$ cat config.mk
export PLATFORM = sky130hd
export DESIGN_NAME = lin_master_frame_encoder_flat
export DESIGN_NICKNAME = d
export VERILOG_FILES = /design/src/lmfe_pkg.sv /design/src/lmfe_in_if.sv /design/src/lmfe_out_if.sv /design/src/lmfe_front.sv /design/src/lmfe_queue.sv /design/src/lmfe_back.sv /design/src/lin_master_frame_encoder.sv /design/src/flat_wrapper.sv
export VERILOG_INCLUDE_DIRS = /design/src /design/src/src
export SDC_FILE = /design/constraint.sdc
export NUM_CORES = 1
export LEC_CHECK = 0
export BUFFER_PORTS_ARGS = -buffer_cell sky130_fd_sc_hd__buf_2
export CAP_MARGIN = 20
export CORE_MARGIN = 8
export CORE_UTILIZATION = 40
export DETAILED_ROUTE_END_ITERATION = 8
export PLACE_DENSITY = 0.71
export SETUP_SLACK_MARGIN = 0.4
export SLEW_MARGIN = 20
export SYNTH_ARGS = -nofsm -noshare
export SYNTH_HDL_FRONTEND = slang
export SYNTH_SLANG_ARGS = --single-unit
$ cat constraint.sdc
create_clock -name clk -period 3.1 [get_ports clk]
set_input_delay 0.31 -clock clk [delete_from_list [all_inputs] [get_ports clk]]
set_output_delay 0.31 -clock clk [all_outputs]
set_load 0.05 [all_outputs]
$ cat src/lin_master_frame_encoder_macros.svh
// Assertion helpers shared by the encoder modules.
// Each expects clk and rst_n in scope.
`ifndef LIN_MASTER_FRAME_ENCODER_MACROS_SVH
`define LIN_MASTER_FRAME_ENCODER_MACROS_SVH

// Same-cycle implication.
`define LMFE_ASSERT(lbl, ante, cons, msg) \
  lbl: assert property (@(posedge clk) disable iff (!rst_n) (ante) |-> (cons)) else $error(msg);

// Next-cycle implication.
`define LMFE_ASSERT_NEXT(lbl, ante, cons, msg) \
  lbl: assert property (@(posedge clk) disable iff (!rst_n) (ante) |=> (cons)) else $error(msg);

`endif

$ cat src/lmfe_pkg.sv
package lmfe_pkg;

  localparam logic [7:0] SYNC_BYTE  = 8'h55;
  localparam logic [5:0] ID_MASK    = 6'h3F;
  localparam logic [4:0] BREAK_RST  = 5'd13;

  localparam logic KIND_BREAK = 1'b0;
  localparam logic KIND_BYTE  = 1'b1;

  localparam logic ACT_HEADER = 1'b0;
  localparam logic ACT_DATA   = 1'b1;

  // One classified item: which symbols to send and their values.
  typedef struct packed {
    logic       hdr;       // break, sync, PID
    logic [4:0] brk;
    logic [7:0] pid;
    logic       has_data;
    logic [7:0] data;
    logic       has_sum;
    logic [7:0] csum;
  } job_t;

  // P0 = id0^id1^id2^id4 in bit 6, P1 = ~(id1^id3^id4^id5) in bit 7
  function automatic logic [7:0] protected_id(input logic [5:0] id);
    logic p0;
    logic p1;
    p0 = id[0] ^ id[1] ^ id[2] ^ id[4];
    p1 = ~(id[1] ^ id[3] ^ id[4] ^ id[5]);
    return {p1, p0, id & ID_MASK};
  endfunction

endpackage

$ cat src/lmfe_in_if.sv
interface lmfe_in_if;
  logic       valid;
  logic       ready;
  logic       action;
  logic [5:0] frame_id;
  logic [7:0] data_byte;
  logic       last_byte;

  modport source (output valid, action, frame_id, data_byte, last_byte, input ready);
  modport sink   (input valid, action, frame_id, data_byte, last_byte, output ready);
endinterface

$ cat src/lmfe_out_if.sv
interface lmfe_out_if;
  logic       valid;
  logic       ready;
  logic       symbol_kind;
  logic [7:0] symbol_value;
  logic       last_of_run;

  modport source (output valid, symbol_kind, symbol_value, last_of_run, input ready);
  modport sink   (input valid, symbol_kind, symbol_value, last_of_run, output ready);
endinterface

$ cat src/lmfe_front.sv
`include "lin_master_frame_encoder_macros.svh"

module lmfe_front (
  input  logic         clk,
  input  logic         rst_n,
  lmfe_in_if.sink      in_if,
  input  logic         cfg_we,
  input  logic [4:0]   cfg_data,
  input  logic         q_full,
  output logic         q_push,
  output lmfe_pkg::job_t q_job
);
  import lmfe_pkg::*;

  logic       in_frame_r, in_frame_nxt;
  logic [7:0] sum_r, sum_nxt;
  logic [4:0] break_bits_r;
  logic [8:0] raw_sum;
  logic [7:0] folded;
  logic       acc;

  assign in_if.ready = !q_full;
  assign acc         = in_if.valid && !q_full;
  assign q_push      = acc;

  // end-around carry: raw sum never exceeds 510
  assign raw_sum = {1'b0, sum_r} + {1'b0, in_if.data_byte};
  assign folded  = raw_sum[7:0] + {7'd0, raw_sum[8]};

  always_comb begin
    q_job.hdr      = (in_if.action == ACT_HEADER) || !in_frame_r;
    q_job.brk      = break_bits_r;
    q_job.pid      = protected_id(in_if.frame_id);
    q_job.has_data = (in_if.action == ACT_DATA);
    q_job.data     = in_if.data_byte;
    q_job.has_sum  = (in_if.action == ACT_DATA) && in_if.last_byte;
    q_job.csum     = ~folded;

    in_frame_nxt = in_frame_r;
    sum_nxt      = sum_r;
    if (acc) begin
      if (in_if.action == ACT_HEADER || in_if.last_byte) begin
        in_frame_nxt = 1'b0;
        sum_nxt      = '0;
      end else begin
        in_frame_nxt = 1'b1;
        sum_nxt      = folded;
      end
    end
  end

  always_ff @(posedge clk) begin
    if (!rst_n) begin
      in_frame_r   <= 1'b0;
      sum_r        <= '0;
      break_bits_r <= BREAK_RST;
    end else begin
      in_frame_r <= in_frame_nxt;
      sum_r      <= sum_nxt;
      if (cfg_we) begin
        break_bits_r <= cfg_data;
      end
    end
  end

  // closed frame always carries a cleared sum
  `LMFE_ASSERT(fr_sum_clear, !in_frame_r, sum_r == 8'd0, "sum not clear outside frame")
  `LMFE_ASSERT_NEXT(fr_close, acc && in_if.last_byte, !in_frame_r, "frame left open")
  `LMFE_ASSERT(fr_hdr_first, acc && !in_frame_r, q_job.hdr, "first byte without header")

endmodule

$ cat src/lmfe_queue.sv
`include "lin_master_frame_encoder_macros.svh"

module lmfe_queue #(
  parameter int DEPTH = 2
) (
  input  logic           clk,
  input  logic           rst_n,
  input  logic           push,
  input  lmfe_pkg::job_t push_job,
  output logic           full,
  input  logic           pop,
  output logic           head_valid,
  output lmfe_pkg::job_t head_job
);
  import lmfe_pkg::*;

  localparam int PW = (DEPTH > 1) ? $clog2(DEPTH) : 1;
  localparam int CW = $clog2(DEPTH + 1);
  localparam logic [PW-1:0] LAST_IDX = PW'(DEPTH - 1);
  localparam logic [CW-1:0] FULL_CNT = CW'(DEPTH);

  job_t          mem_r [DEPTH];
  logic [PW-1:0] wr_ptr_r, rd_ptr_r;
  logic [CW-1:0] count_r;
  logic          do_push, do_pop;

  assign full       = (count_r == FULL_CNT);
  assign head_valid = (count_r != '0);
  assign head_job   = mem_r[rd_ptr_r];
  assign do_push    = push && !full;
  assign do_pop     = pop && head_valid;

  always_ff @(posedge clk) begin
    if (do_push) begin
      mem_r[wr_ptr_r] <= push_job;
    end
  end

  always_ff @(posedge clk) begin
    if (!rst_n) begin
      wr_ptr_r <= '0;
      rd_ptr_r <= '0;
      count_r  <= '0;
    end else begin
      if (do_push) begin
        wr_ptr_r <= (wr_ptr_r == LAST_IDX) ? '0 : wr_ptr_r + 1'b1;
      end
      if (do_pop) begin
        rd_ptr_r <= (rd_ptr_r == LAST_IDX) ? '0 : rd_ptr_r + 1'b1;
      end
      unique case ({do_push, do_pop})
        2'b10:   count_r <= count_r + 1'b1;
        2'b01:   count_r <= count_r - 1'b1;
        default: count_r <= count_r;
      endcase
    end
  end

  `LMFE_ASSERT(q_bound, 1'b1, count_r <= FULL_CNT, "queue count out of range")
  `LMFE_ASSERT(q_no_drop, push, !full, "push into full queue")

endmodule

$ cat src/lmfe_back.sv
`include "lin_master_frame_encoder_macros.svh"

module lmfe_back (
  input  logic           clk,
  input  logic           rst_n,
  input  logic           head_valid,
  input  lmfe_pkg::job_t head_job,
  output logic           pop,
  lmfe_out_if.source     out_if
);
  import lmfe_pkg::*;

  typedef enum logic [2:0] {
    ST_START,
    ST_BRK,
    ST_SYNC,
    ST_PID,
    ST_DATA,
    ST_SUM
  } step_t;

  step_t      step_r, cur, after;
  logic       slot_free, fire, done;
  logic       valid_r;
  logic       kind_r, kind_nxt;
  logic [7:0] value_r, value_nxt;
  logic       last_r;

  assign slot_free = !valid_r || out_if.ready;
  assign fire      = head_valid && slot_free;
  assign done      = (after == ST_START);
  assign pop       = fire && done;

  always_comb begin
    cur = (step_r == ST_START) ? (head_job.hdr ? ST_BRK : ST_DATA) : step_r;
    unique case (cur)
      ST_BRK:  after = ST_SYNC;
      ST_SYNC: after = ST_PID;
      ST_PID:  after = head_job.has_data ? ST_DATA : ST_START;
      ST_DATA: after = head_job.has_sum ? ST_SUM : ST_START;
      default: after = ST_START;
    endcase
    unique case (cur)
      ST_BRK: begin
        kind_nxt  = KIND_BREAK;
        value_nxt = {3'd0, head_job.brk};
      end
      ST_SYNC: begin
        kind_nxt  = KIND_BYTE;
        value_nxt = SYNC_BYTE;
      end
      ST_PID: begin
        kind_nxt  = KIND_BYTE;
        value_nxt = head_job.pid;
      end
      ST_SUM: begin
        kind_nxt  = KIND_BYTE;
        value_nxt = head_job.csum;
      end
      default: begin
        kind_nxt  = KIND_BYTE;
        value_nxt = head_job.data;
      end
    endcase
  end

  always_ff @(posedge clk) begin
    if (!rst_n) begin
      step_r  <= ST_START;
      valid_r <= 1'b0;
    end else begin
      if (slot_free) begin
        valid_r <= head_valid;
      end
      if (fire) begin
        step_r  <= after;
        kind_r  <= kind_nxt;
        value_r <= value_nxt;
        last_r  <= done;
      end
    end
  end

  assign out_if.valid        = valid_r;
  assign out_if.symbol_kind  = kind_r;
  assign out_if.symbol_value = value_r;
  assign out_if.last_of_run  = last_r;

  // a break can only open a job
  `LMFE_ASSERT(bk_break_first, fire && kind_nxt == KIND_BREAK, step_r == ST_START,
               "break inside a run")
  `LMFE_ASSERT_NEXT(bk_pop_last, pop, out_if.valid && out_if.last_of_run,
                    "job retired without final symbol")

endmodule

$ cat src/lin_master_frame_encoder.sv
// Channel  | Dir | Beat contents
// ---------+-----+----------------------------------------------------
// in_if    | in  | action, frame_id, data_byte, last_byte
// out_if   | out | symbol_kind, symbol_value, last_of_run
// cfg_*    | in  | cfg_we / cfg_data: break length, no read-back
//
// One in_if beat gives 1 to 5 out_if beats: header-only 3, first byte 4 (5 if also last),
// later byte 1 (2 if last). One symbol per cycle while out_if is ready, set by the
// emitter's single output register. Front accepts one beat per cycle while the job queue
// (QUEUE_DEPTH) has room. Reset (rst_n low, synchronous) closes any frame, clears the sum
// and queue, and restores break length 13.
// An out_if stall holds the output register and backs up through the queue.
module lin_master_frame_encoder #(
  parameter int QUEUE_DEPTH = 2
) (
  input  logic       clk,
  input  logic       rst_n,
  lmfe_in_if.sink    in_if,
  lmfe_out_if.source out_if,
  input  logic       cfg_we,
  input  logic [4:0] cfg_data
);
  import lmfe_pkg::*;

  // classified job handed from front to emitter
  job_t push_job, head_job;
  logic q_push, q_full, q_pop, head_valid;

  // front: handshake, frame state, running checksum, break register
  lmfe_front u_front (
    .clk      (clk),
    .rst_n    (rst_n),
    .in_if    (in_if),
    .cfg_we   (cfg_we),
    .cfg_data (cfg_data),
    .q_full   (q_full),
    .q_push   (q_push),
    .q_job    (push_job)
  );

  // short queue so input and output stall independently
  lmfe_queue #(
    .DEPTH (QUEUE_DEPTH)
  ) u_queue (
    .clk        (clk),
    .rst_n      (rst_n),
    .push       (q_push),
    .push_job   (push_job),
    .full       (q_full),
    .pop        (q_pop),
    .head_valid (head_valid),
    .head_job   (head_job)
  );

  // back: steps through break, sync, PID, data, checksum
  lmfe_back u_back (
    .clk        (clk),
    .rst_n      (rst_n),
    .head_valid (head_valid),
    .head_job   (head_job),
    .pop        (q_pop),
    .out_if     (out_if)
  );

endmodule
$ cat src/flat_wrapper.sv
// flat-port wrapper written by rule: the top's interface ports become plain ports
module lin_master_frame_encoder_flat import lmfe_pkg::*;
#(
  parameter int QUEUE_DEPTH = 2
)
  (clk, rst_n, cfg_we, cfg_data, in_if_valid, in_if_action, in_if_frame_id, in_if_data_byte, in_if_last_byte, in_if_ready, out_if_valid, out_if_symbol_kind, out_if_symbol_value, out_if_last_of_run, out_if_ready);
  lmfe_in_if in_if_i ();
  lmfe_out_if out_if_i ();
  input  logic clk;
  input  logic rst_n;
  input  logic cfg_we;
  input  logic [4:0] cfg_data;
  input wire logic [$bits(in_if_i.valid)-1:0] in_if_valid;
  input wire logic [$bits(in_if_i.action)-1:0] in_if_action;
  input wire logic [$bits(in_if_i.frame_id)-1:0] in_if_frame_id;
  input wire logic [$bits(in_if_i.data_byte)-1:0] in_if_data_byte;
  input wire logic [$bits(in_if_i.last_byte)-1:0] in_if_last_byte;
  output wire logic [$bits(in_if_i.ready)-1:0] in_if_ready;
  output wire logic [$bits(out_if_i.valid)-1:0] out_if_valid;
  output wire logic [$bits(out_if_i.symbol_kind)-1:0] out_if_symbol_kind;
  output wire logic [$bits(out_if_i.symbol_value)-1:0] out_if_symbol_value;
  output wire logic [$bits(out_if_i.last_of_run)-1:0] out_if_last_of_run;
  input wire logic [$bits(out_if_i.ready)-1:0] out_if_ready;
  assign in_if_i.valid = in_if_valid;
  assign in_if_i.action = in_if_action;
  assign in_if_i.frame_id = in_if_frame_id;
  assign in_if_i.data_byte = in_if_data_byte;
  assign in_if_i.last_byte = in_if_last_byte;
  assign in_if_ready = in_if_i.ready;
  assign out_if_valid = out_if_i.valid;
  assign out_if_symbol_kind = out_if_i.symbol_kind;
  assign out_if_symbol_value = out_if_i.symbol_value;
  assign out_if_last_of_run = out_if_i.last_of_run;
  assign out_if_i.ready = out_if_ready;
  lin_master_frame_encoder #(.QUEUE_DEPTH(QUEUE_DEPTH)) u_core (.clk(clk), .rst_n(rst_n), .in_if(in_if_i), .out_if(out_if_i), .cfg_we(cfg_we), .cfg_data(cfg_data));
endmodule
**Word-level counts from Yosys, hierarchy flattened**

Memories as Yosys holds them, arrays and structs flattened. A register that Yosys moved wholly into a read port is not among the register bits.
Cells that the tools add are included.

- Memories kept: 1
- Bits in writable memories: 64
- Word-level logic and storage cells: 68
- Bits in registers: 32

Memory list:

| memory | words | bits a word | rd ports | clocked after Yosys merged registers in | wr ports | RTL line | RTL |
|---|---|---|---|---|---|---|---|
| u_core.u_queue.mem_r | 2 | 32 | 1 | 1 | 1 | lmfe_queue.sv:22 | `job_t mem_r [DEPTH];` |

- Equal/unequal tests: 8
- Reductions and logical operators: 17
- Add/subtract/negate cells: 6
- Bitwise gates (word level): 9
- Mux-type cells: 16

Operators with widths:

| operator | number |
|---|---|
| case mux 8 bit (4 select lines) | 1 |
| two-way mux 3 bit | 4 |
| case mux 3 bit (4 select lines) | 1 |
| adder 8 x 8 -> 9 bit | 1 |
| adder 8 x 1 -> 8 bit | 1 |
| two-way mux 1 bit | 8 |
| two-way mux 8 bit | 1 |
| inverter 8 bit | 1 |
| == test 3 x 2 -> 1 bit (second input constant) | 2 |
| == test 3 bit (second input constant) | 2 |
| logical AND 1 bit | 6 |
| logical NOT 3 bit | 2 |
| XOR 1 bit | 6 |
| == test 2 bit (second input constant) | 2 |
| case mux 2 bit (2 select lines) | 1 |
| nonzero test 2 bit | 2 |
| == test 3 x 1 -> 1 bit (second input constant) | 1 |
| logical NOT 1 bit | 3 |
| logical OR 1 bit | 3 |
| adder 1 bit (second input constant) | 2 |
| adder 2 x 1 -> 2 bit (second input constant) | 1 |
| == test 2 x 1 -> 1 bit (second input constant) | 1 |
| inverter 1 bit | 2 |
| AND reduction 2 bit | 1 |
| subtractor 2 x 1 -> 2 bit (second input constant) | 1 |

**Longest topological paths before layout**

- Depth in word-level cells: 9
- Gate-level depth with buffers: 15
- Depth with buffers taken out: 15

**Hierarchy**

From an unflattened synthesis, not the netlist that was laid out.

- Cells, all modules: 359
- Area total of the unflattened synthesis: 4677.0 sq um

By module, submodules not included:

| module | times used | sequential area each (sq um) | area an instance (sq um) | cells each |
|---|---|---|---|---|
| lmfe_queue | 1 | 2021.9 | 2539.9 | 126 |
| lmfe_front | 1 | 280.3 | 1182.4 | 137 |
| lmfe_back | 1 | 380.4 | 954.7 | 96 |

**Least setup slack after synthesis**

Ideal clock, no wire load.

- Path kind: register to register
- Start: reg u_core.u_queue.count_r[0]
- End: mem u_core.u_queue.mem_r[0][0] in the netlist's numbering (enable)
- Buffers on the path: 1
- Setup time: 0.423 ns
- Cell stages (with the launch flop): 5
- Arrival time: 2.661 ns
- Setup slack: 0.016 ns
- Data required time: 2.677 ns
- Cells stage by stage: dfxtp_1 -> nand2b_1 -> nand2_1 -> buf_6 -> nor2_1

- Word-level cells in the longest chain between the ends: 6

RTL lines:

| what | RTL line | RTL |
|---|---|---|
| from (decl) | lmfe_queue.sv:24 | `logic [CW-1:0] count_r;` |
| from (signal assigned) | lmfe_queue.sv:52 | `2'b10: count_r <= count_r + 1'b1;` |
| from (signal assigned) | lmfe_queue.sv:53 | `2'b01: count_r <= count_r - 1'b1;` |
| from (signal assigned) | lmfe_queue.sv:54 | `default: count_r <= count_r;` |
| == test 2 bit (*) | lmfe_queue.sv:27 | `assign full = (count_r == FULL_CNT);` |
| logical NOT 1 bit (*) | n/a |  |
| net in_if_ready | flat_wrapper.sv:18 | `output wire logic [$bits(in_if_i.ready)-1:0] in_if_ready;` |
| logical AND 1 bit | lmfe_front.sv:23 | `assign acc = in_if.valid && !q_full;` |
| logical AND 1 bit (*) | lmfe_queue.sv:30 | `assign do_push = push && !full;` |
| two-way mux 1 bit (*) | lmfe_queue.sv:34 | `if (do_push) begin` |
| two-way mux 1 bit (not written as such) (*) | lmfe_queue.sv:35 | `mem_r[wr_ptr_r] <= push_job;` |
| to (decl) | lmfe_queue.sv:22 |  |

The timed path passes the listed nets; every way through them passes the cells marked *.

==> reports/results.txt <==
The number of global-route vias before repair was 2,627; the quantity of I/O buffers inserted on ports was 37. CTS saw 97 sinks. The worst-path cell with the longest stage delay was sky130_fd_sc_hd__or4b_4. The half-perimeter wire length after placement is 5.95 mm. TritonCTS built the clock tree. After detailed routing, the average wire length per cell comes to 17.7 um. The run gives 0 as the hold buffer count at CTS. The net count reported at finish came out at 387. The area used by multi-input combinational logic was 1420 um2; the leakage power total was 1.76 nW. After detailed routing, the number of remaining DRC violations is 0. The number of max-slew violations in the final report came out at 0.

Leaving out fill and tap cells, the most frequent cell in the layout is sky130_fd_sc_hd__edfxtp_1. The run finished, with violations left. The combinational group share of total power was 0.303; the via count was 2,545. The total buffers and inverters traversed by the critical path is 1, and the growth of design area from synthesis to finish is 17.0%. Post-synth net total: 334.

Sequential share of the synthesized area: 0.649. The tools report the maximum clock path buffer count as 2. Across the whole layout, storage elements account for 2680 um2. After synthesis, the mean cell area works out to 14.0 um2. After the first detailed-routing iteration, the DRC count stood at 226.

The number of synthesized flops with an enable pin was 74. The floorplan has 37 rows. The floorplan die area is 13,800 um2. The share of power burned in registers was 0.482. The overall fraction of global-route tracks in use was 0.130; the post-synthesis cell area was 4130 um2.

In this run the power density over the cells is 757 nW/um2. Global routing finished with a remaining overflow of 0. The post-place setup slack came out at -104 ps.

Setup repair after global routing could not meet its margin everywhere. In this run the worst path has a maximum fanout of 3. The instance area after placement was 4550 um2; the required time at the endpoint of the critical path was 3210 ps.

The floorplan die height is 118 um, and the post-layout total power is 3.66 mW. In this design, the stage delay of the slowest critical-path cell is 530 ps. The count of pins on the block boundary was 38; the number of antenna violations at the first check in global routing was 0. For the pin with the worst max-slew slack, the measured transition is 731 ps. Highest clock rate: 0.318 GHz. The worst register-to-register path begins at u_core.u_front.sum_r[0]$_SDFFE_PN0P_.

The finished layout holds 490 standard cells, fillers aside. Type of the setup path with the least slack: flop to flop. The worst path needs 3140 ps of the cycle, external delays included.

The run gives 8.70 mm as the total wirelength of the detailed-routed design. The fraction of power spent switching nets is 0.332. The cell class contributing the biggest share of worst-path delay is simple AND/OR/NAND/NOR gates. Walking the worst path, the cells encountered are ha_4, inv_2, fa_2, nor2b_4, o31a_1, o21a_1, o21a_1, o21ai_1, nand2b_1, ha_2, and3_4, nand3_2, or4b_4, xnor3_2. Switching power total: 1.22 mW. The post-synthesis register bit count was 97.

The worst clock skew on the final layout is 12.1 ps, and the endpoint arrival time on the critical path is 3250 ps. The logs give 9 for the number of buffers inserted during clock tree synthesis and 0 for the antenna diode count. The critical path starts at u_core.u_front.sum_r[0]$_SDFFE_PN0P_. The number of hold violations in the final report is 0, and the core box area is 10,200 um2. The layout has 918 filler cells. The internal power of the cells totals 2.44 mW. The Yosys warning count was 0; the count of max-cap constraint violations was 0. The worst slew margin relative to its limit is 0.511, and the number of nets with antenna violations after routing is 0. Fraction of synthesized cell area taken by the top area cell type: 0.538. Primary flip-flop cell chosen by synthesis mapping: sky130_fd_sc_hd__edfxtp_1. The clock tree root buffer cell was sky130_fd_sc_hd__clkbuf_8.

The share of final-layout standard cells stronger than drive strength 1 works out to 0.280. The die is 118 um wide. STA classifies the critical path endpoint as a flop.

In this run the most critical hold path is launched from in_if_data_byte[2]. The starting density of the core was 0.406; the number of cells in the design after placement was 469. The synthesized netlist contains 43 unique library cells.

The wire length of the first global-routing pass is 13.9 mm, and the maximum ir drop on the vdd rail is 0.265 mV. Entering global routing, the biggest net connects 33 pins. The share of the clock period used by the worst path after layout came out at 1.01.

In this run the number of H-tree levels came out at 3. Clock-pin slew was measured on the worst setup and hold paths at 90 ps. Worst min-delay path category: input port to flop.

Library cell with the largest summed area after synthesis: sky130_fd_sc_hd__edfxtp_1. The worst setup path is launched from a flop. Most frequent cell on the critical path: sky130_fd_sc_hd__o21a_1. The worst setup slack after layout is -40.3 ps.

The detailed-router iteration count before antenna repair came out at 5. The later pin in the worst-skew pair is clocked with a latency of 370 ps. After detailed routing, the number of vias per cell comes to 5.19. Counting every instance in the synthesized netlist gives 296. The checks that failed: negative setup slack. For the setup violation total in the final timing report, the log shows 2.

Leaving out fill and tap cells, the most frequent cells in the layout are 74 x sky130_fd_sc_hd__edfxtp_1, 37 x sky130_fd_sc_hd__buf_2, 22 x sky130_fd_sc_hd__dfxtp_1. The finished cells cover 4830 um2. The smallest hold slack is 154 ps, and the share of async-settable or async-resettable flops after synthesis is 0. Ranked by total cell area, the synthesized netlist is headed by sky130_fd_sc_hd__edfxtp_1 54%, sky130_fd_sc_hd__dfxtp_1 11%, sky130_fd_sc_hd__mux2i_1 4.1%, sky130_fd_sc_hd__ha_1 3.3%, sky130_fd_sc_hd__a222oi_1 2.9%. The run gives 0.215 as the share of power burned in the clock network.

At the end of routability-driven placement, the weighted congestion stood at 0.893.
metal layers:
layer  share of wire  global-route usage  vias up
li1                -                   -     1222
met1            0.44               0.160     1245
met2            0.48               0.201       70
met3           0.058              0.0408        8
met4           0.012              0.0657        0
met5               0                   0        -
cell usage after synthesis, types with 4 or more instances:
library cell	count
sky130_fd_sc_hd__nand2_1	9
sky130_fd_sc_hd__mux2_2	8
sky130_fd_sc_hd__clkbuf_1	7
sky130_fd_sc_hd__and2_1	4
sky130_fd_sc_hd__mux2i_1	17
sky130_fd_sc_hd__xor2_1	4
sky130_fd_sc_hd__a222oi_1	12
sky130_fd_sc_hd__a22oi_1	6
sky130_fd_sc_hd__buf_2	4
sky130_fd_sc_hd__xnor2_1	12
sky130_fd_sc_hd__a21boi_0	5
sky130_fd_sc_hd__nor2_1	9
sky130_fd_sc_hd__o21ai_0	8
sky130_fd_sc_hd__dfxtp_1	23
sky130_fd_sc_hd__inv_1	14
sky130_fd_sc_hd__a21oi_1	13
sky130_fd_sc_hd__ha_1	11
sky130_fd_sc_hd__nand2b_1	4
sky130_fd_sc_hd__nor2b_1	11
sky130_fd_sc_hd__nand3_1	5
sky130_fd_sc_hd__o21a_1	4
sky130_fd_sc_hd__nor3_1	7
sky130_fd_sc_hd__edfxtp_1	74
kinds of logic after synthesis:
kind of cell	share of synthesized area
adders and majority gates	0.0382
AOI/OAI and AO/OA	0.104
muxes	0.0630
DFF	0.649
and+or+nand+nor	0.0778
xor gates and xnor gates	0.0397
buffers and inverters	0.0285
registers in the layout, summed over array words and instances (netlist names), 2 cells and up, named ones only:
register	flops
u_core.u_queue.mem_r	64
u_core.u_front.break_bits_r	5
u_core.u_back.step_r	3
u_core.u_back.out_if.symbol_value	8
u_core.u_queue.count_r	2
u_core.u_front.sum_r	8
power groups by stage:
stage,registers (mW),clock network (mW),logic (mW)
after floorplan,1.91,0,0.673
after CTS,1.76,0.805,1.11
after global routing,1.78,0.862,1.20
after global placement,1.78,0,1.06
final,1.76,0.789,1.11
after detailed placement,1.79,0,1.10
area by class of cell:
| class | count | share of cell area |
|---|---|---|
| Clock buffer | 11 | 0.0272 |
| Sequential cell | 97 | 0.555 |
| Tap cell | 136 | 0.0352 |
| Clock inverter | 5 | 0.0116 |
| Timing Repair Buffer | 55 | 0.0663 |
| Inverter | 14 | 0.0109 |
| Multi-Input combinational cell | 172 | 0.294 |
worst reg2reg max path, cell delays in order, from the launching register on:
cell                       delay (ps)
sky130_fd_sc_hd__dfxtp_2          360
sky130_fd_sc_hd__ha_4             140
sky130_fd_sc_hd__inv_2             40
sky130_fd_sc_hd__fa_2             360
sky130_fd_sc_hd__nor2b_4          130
sky130_fd_sc_hd__o31a_1           150
sky130_fd_sc_hd__o21a_1           140
sky130_fd_sc_hd__o21a_1           140
sky130_fd_sc_hd__o21ai_1           70
sky130_fd_sc_hd__nand2b_1          90
sky130_fd_sc_hd__ha_2             170
sky130_fd_sc_hd__and3_4           190
sky130_fd_sc_hd__nand3_2           90
sky130_fd_sc_hd__or4b_4           530
sky130_fd_sc_hd__xnor3_2          280
metrics by stage:
step	TNS [ps]	utilization
4_1_cts	0	0.471
6_report	-77.6	0.475
5_1_grt	-407	0.475
2_1_floorplan	0	-
3_3_place_gp	0	0.447
3_5_place_dp	-218	0.447
worst paths after layout:
check | endpoint | slack, ps | depth (start not counted)
setup / recovery | u_core.u_queue.mem_r[1][7]$_DFFE_PP_ | -40 | 14
hold / removal | u_core.u_queue.mem_r[1][11]$_DFFE_PP_ | 150 | 1
setup reg to reg | u_core.u_queue.mem_r[1][7]$_DFFE_PP_ | -40 | 14
hold reg to reg | u_core.u_queue.mem_r[0][26]$_DFFE_PP_ | 460 | 0
timing repair:
action / in CTS / in global routing
resized for setup: 7 / 4
endpoints found under the hold margin: 0 / 0
pin swaps: 1 / 2
setup buffers: 3 / 2
setup endpoints to repair: 8 / 19
Note: power is estimated with default switching activity, not from simulation.
